**config.mk**
```make
export PLATFORM = sky130hd
export DESIGN_NAME = coospmv_mac
export DESIGN_NICKNAME = d
export VERILOG_FILES = /design/src/rtl/coospmv_pkg.sv /design/src/rtl/coospmv_mac.sv
export SDC_FILE = /design/constraint.sdc
export NUM_CORES = 2
export LEC_CHECK = 0
export ABC_CLOCK_PERIOD_IN_PS = 12300
export BUFFER_PORTS_ARGS = -buffer_cell sky130_fd_sc_hd__buf_2
export CORE_UTILIZATION = 55
export DETAILED_ROUTE_END_ITERATION = 7
export PLACE_DENSITY = 0.77
export RECOVER_POWER = 25
export SLEW_MARGIN = 20
export SYNTH_ARGS = -nofsm -noshare
export SYNTH_HDL_FRONTEND = slang
export SYNTH_SLANG_ARGS = --single-unit
```
**constraint.sdc**
```tcl
create_clock -name clk -period 12.3 [get_ports clk]
set_clock_uncertainty 0.15 [all_clocks]
set_input_delay 1.845 -clock clk [delete_from_list [all_inputs] [get_ports clk]]
set_output_delay 1.845 -clock clk [all_outputs]
set_load 0.01 [all_outputs]
```
**src/rtl/coospmv_pkg.sv**
```systemverilog
package coospmv_pkg;

	// field widths
	localparam int DIM_W      = 7;
	localparam int VAL_W      = 32;
	localparam int FRAC_W     = 16;
	localparam int ACT_W      = 2;
	localparam int STAT_W     = 2;
	localparam int CFG_IDX_W  = 2;
	localparam int IN_DATA_W  = 48;
	localparam int OUT_DATA_W = 40;

	// action codes carried on s_tuser
	localparam logic [ACT_W-1:0] ACT_LOAD = 2'd0;
	localparam logic [ACT_W-1:0] ACT_ACC  = 2'd1;
	localparam logic [ACT_W-1:0] ACT_EMIT = 2'd2;

	// status codes carried on m_tuser
	localparam logic [STAT_W-1:0] STAT_OK       = 2'd0;
	localparam logic [STAT_W-1:0] STAT_MISMATCH = 2'd1;
	localparam logic [STAT_W-1:0] STAT_BAD_IDX  = 2'd2;

	// configuration register indexes
	localparam logic [CFG_IDX_W-1:0] REG_ROWS = 2'd0;
	localparam logic [CFG_IDX_W-1:0] REG_COLS = 2'd1;
	localparam logic [CFG_IDX_W-1:0] REG_VLEN = 2'd2;

	localparam logic [DIM_W-1:0] DIM_RESET = 7'd64;

	typedef logic signed [VAL_W-1:0] q16_t;

endpackage

```
**src/rtl/coospmv_mac.sv**
```systemverilog
module coospmv_mac (
	input  logic                clk,
	input  logic                mul_en,
	input  coospmv_pkg::q16_t   mat_val,
	input  coospmv_pkg::q16_t   vec_val,
	input  coospmv_pkg::q16_t   acc_val,
	output coospmv_pkg::q16_t   sum
);
	import coospmv_pkg::*;

	localparam int PROD_W = 2 * VAL_W;
	localparam int SH_W   = PROD_W - FRAC_W;
	localparam int SUM_W  = SH_W + 1;

	localparam logic signed [SUM_W-1:0] SAT_MAX =
		{{(SUM_W-VAL_W+1){1'b0}}, {(VAL_W-1){1'b1}}};
	localparam logic signed [SUM_W-1:0] SAT_MIN =
		{{(SUM_W-VAL_W+1){1'b1}}, {(VAL_W-1){1'b0}}};

	logic signed [PROD_W-1:0] prod_s1;
	logic signed [SH_W-1:0]   prod_sh;
	logic signed [SUM_W-1:0]  sum_wide;

	// full-precision product, registered before the add
	always_ff @(posedge clk) begin
		if (mul_en) begin
			prod_s1 <= mat_val * vec_val;
		end
	end

	// arithmetic shift by the fraction width, then saturating add
	always_comb begin
		prod_sh  = prod_s1[PROD_W-1:FRAC_W];
		sum_wide = {{(SUM_W-VAL_W){acc_val[VAL_W-1]}}, acc_val}
			+ {prod_sh[SH_W-1], prod_sh};
		if (sum_wide > SAT_MAX) begin
			sum = SAT_MAX[VAL_W-1:0];
		end else if (sum_wide < SAT_MIN) begin
			sum = SAT_MIN[VAL_W-1:0];
		end else begin
			sum = sum_wide[VAL_W-1:0];
		end
	end

endmodule

```
Yosys cells after proc, flatten, opt, wreduce, memory -nomap -nowiden

Index checks and enable logic that the tools add are counted.
Widths: inputs -> output; s select.

Register bits: 64
Bits of input ports: 98
Output and inout bits: 32
Word-level logic and storage cells: 7

Add/subtract/negate cells: 1
Multipliers: 1
$lt $le $gt $ge: 2
Multiplexer cells: 2

Operators by type and width:

| kind                 | number |
|---|---|
| $mul 32x32->64       | 1 |
| $mux 32              | 2 |
| $add 32x48->49       | 1 |
| $gt 49x32->1 const B | 1 |
| $lt 49x32->1 const B | 1 |

Longest topological paths before layout

Depth in word-level cells: 4
Gate-level depth with buffers: 29

Least setup slack after synthesis

Ideal clock, no wire load.

Kind: input port to flip-flop
Start: input port mat_val[31]
End: register prod_s1[60] (data pin)
Arrival time: 8.952 ns
Path slack: 2.941 ns
Cell stages on the path: 27
Cells stage by stage: clkbuf_1 > nand2_1 > inv_1 > fa_1 > inv_1 > fa_1 > inv_1 > fa_1 > fa_1 > inv_1 > fa_1 > inv_1 > fa_1 > inv_1 > fa_1 > inv_1 > fa_1 > ha_1 > a21o_1 > a21o_1 > a21o_1 > a221o_1 > a21oi_1 > o31ai_1 > a21o_1 > a21oi_1 > xnor2_1

Cells in the longest elaborated chain, start to end: 1

RTL lines:

| what                 | RTL line          | RTL |
|---|---|---|
| from (decl)          | coospmv_mac.sv:4  | `input coospmv_pkg::q16_t mat_val,` |
| $mul 32x32->64       | coospmv_mac.sv:27 | `prod_s1 <= mat_val * vec_val;` |
| to (signal assigned) | coospmv_mac.sv:27 |  |
| to (decl)            | coospmv_mac.sv:20 | `logic signed [PROD_W-1:0] prod_s1;` |

Every way passes these cells.
A chain may end at the register's enable or synchronous reset.

Worst setup path in the final report

Start: input port mat_val[12]
End: register prod_s1[54] (data pin)

The elaborated chain is that of the path after synthesis.

==> flow_metrics.env <==
export IMPL_yosys_mux_area_fraction_pct=0.0251
export IMPL_path_clk_slew_ps=70
export IMPL_rsz0062_at_grt="false"
export IMPL_gp_congestion=0.933
export IMPL_cts_sinks=48
export IMPL_cp_max_fo=32
export IMPL_synth_top_area_share_pct=54.3
export IMPL_arrival_ps=10260
export IMPL_fin_util_pct=57.6
export IMPL_slew_headroom_pct=-74.0
export IMPL_slowest_stage="buf_2"
export IMPL_cts_hold_buf=0
export IMPL_placed_cell_area_um2=41100
export IMPL_maxClockFrequency_mhz=96.5
export IMPL_final_cells=5122
export IMPL_synthCells=4227
export IMPL_fp_row_count=98
export IMPL_ios=130
export IMPL_synth_adder_area_share_pct=61.4
export IMPL_critPathKind="in -> reg"
export IMPL_synth_cell_types=79
export IMPL_antenna_found_initial=6
export IMPL_slowest_delay_ps=590
export IMPL_cts_tree="built"
export IMPL_routed_wl_um=102000
export IMPL_hold_end="prod_s1[63]"
export IMPL_postCtsSetupBuffers=0
export IMPL_place_inst=5111
export IMPL_io_buffers=129
export IMPL_largest_register_ffs=48
export IMPL_cts_max_level=2
export IMPL_cp_required_ps=12200
export IMPL_fin_setup_tns_ps=0
export IMPL_syn_nets=5635
export IMPL_yosys_area_share_simple_pct=15.9
export IMPL_postSynthAreaPerCell_um2=9.44
export IMPL_finalHoldViolations=0
export IMPL_die_width_um=271
export IMPL_synth_top_family_by_area="adder cells"
export IMPL_drt_iter0_drc=1793
export IMPL_synth_compound_area_share_pct=5.83
export IMPL_maxSlewViolCount=49
export IMPL_cp_end_kind="flip-flop"
export IMPL_cpMostUsedCell="fa_1"
export IMPL_synth_edff_count=48
export IMPL_grt_overflow=0
export IMPL_reg_largest_list="prod_s1: 48 flops"
export IMPL_hp_class="in -> reg"
export IMPL_synth_xor_area_share_pct=1.97
export IMPL_drtPass1Iterations=8
export IMPL_synth_largest_area_cell="fa_1"
export IMPL_grt_max_degree=49
export IMPL_drt_vias_per_instance=5.57
export IMPL_synth_area_um2=39900
export IMPL_critPathLaunchType="input pin"
export IMPL_ys_seq_elements=48
export IMPL_min_delay_start="mul_en"
export IMPL_fin_nets=5577
export IMPL_die_height_um=271
export IMPL_ys_seq_area_share_pct=3.61
export IMPL_status="complete, but fails checks"
export IMPL_start_util_pct=55.7
export IMPL_dp_hpwl_um=84400
export IMPL_netlist_top_cells_count="fa_1, inv_1, nand2_1"
export IMPL_yosysMostFrequentCell="fa_1"
export IMPL_holdPathStages=1
export IMPL_period_minus_slack_ps=10360
export IMPL_finalCritPeriodShare_pct=84.2
export IMPL_root_buffer="clkbuf_16"
export IMPL_yosys_warnings=0
export IMPL_async_flop_share_pct=0
export IMPL_violations="capacitance limit, slew limit"
export IMPL_grt_pass1_wl_um=166000
export IMPL_cap_violations=1
export IMPL_cts_path_max_buffers=2
export IMPL_regMostFlops="prod_s1"
export IMPL_ant_nets=0
export IMPL_wl_per_cell_um=19.9
export IMPL_core_um2=71600
export IMPL_synthTopCellsByArea="fa_1, inv_1, and2_1"
export IMPL_drc=0
export IMPL_grt_pass1_vias=31800
export IMPL_worst_slew_pin_slew_ps=2610
export IMPL_die_area_um2=73700
export IMPL_synth_ff_type="edfxtp_1"
export IMPL_via_count=28500
export IMPL_final_setup_viol_count=0
export IMPL_layout_drive_gt1_share_pct=4.89
export IMPL_post_cts_resized=0
export IMPL_grt_usage_pct=28.8
export IMPL_numCtsBuffers=5
export IMPL_area_growth_synth_to_final_pct=3.37
export IMPL_startpoint="mat_val[12]"
export IMPL_finalInstanceArea_um2=41300
-- cell type report --
cell class                 instances  area, µm²
timing repair buffer             145        785
sequential                        48       1440
fill                            6168      30300
multi-input combinational       2992      34000
tap                              950       1190
antenna                            2       5.00
clock inverter                     3       42.5
clock buffer                       5        125
inverter                         977       3670
-- worst max-delay path: cells and delay by family --
| kind | cells | cell delay (ps) |
|---|---|---|
| AO/OA/AOI/OAI | 10 | 3080 |
| XOR/XNOR | 1 | 80 |
| adder cells (fa/ha/maj) | 9 | 4200 |
| buffers and inverters | 5 | 800 |
| AND/OR/NAND/NOR | 1 | 250 |
-- per-layer routing --
layer | wire length (µm) | vias up | GRT usage (%)
met2 | 52500 | 1106 | 51.0
met3 | 5980 | 321 | 3.03
li1 | - | 12300 | -
met4 | 6820 | 6 | 16.6
met1 | 36500 | 14800 | 34.0
met5 | 43 | - | 0
-- placed cells by master (no fill, tap or decap), drive strengths merged, types with 6 or more instances in the layout --
cell type,instances
clkbuf,6
o21bai,6
nand2b,14
o31ai,7
ha,228
a21o,47
nand3,19
nand2,555
a221oi,7
and3,15
o211ai,11
inv,977
o21ai,43
nor4,8
nor2,83
o21a,13
and2,505
o22ai,32
xor2,27
a21oi,84
fa,1082
buf,144
nand4,14
a211oi,8
edfxtp,48
nor2b,11
xnor2,63
a21boi,10
a31oi,9
nor3,27
-- worst max path at each step --
stage	cells past startpoint	slack, ps	end
2_1_floorplan	27	2940	prod_s1[60]
3_3_place_gp	27	1740	prod_s1[54]
3_5_place_dp	26	1640	prod_s1[54]
4_1_cts	26	1960	prod_s1[54]
5_1_grt	26	1580	prod_s1[54]
6_report	26	1940	prod_s1[54]
-- per-stage QoR --
step / worst slack [ps] / hold WS (ps)
floorplan: 2940 / 1810
global placement: 1740 / 2460
detailed placement: 1640 / 2490
CTS: 1960 / 2180
global route: 1580 / 2880
finish: 1940 / 2800
-- cells by family after synthesis --
logic type               after synthesis
AO/OA/AOI/OAI                        320
XOR/XNOR                              90
adder cells (fa/ha/maj)             1310
buffers and inverters               1187
flip-flops                            48
multiplexers                           1
AND/OR/NAND/NOR                     1271
Power is not shown: default switching activity piles up to over one toggle a cycle in this logic, so the estimate is an artifact.
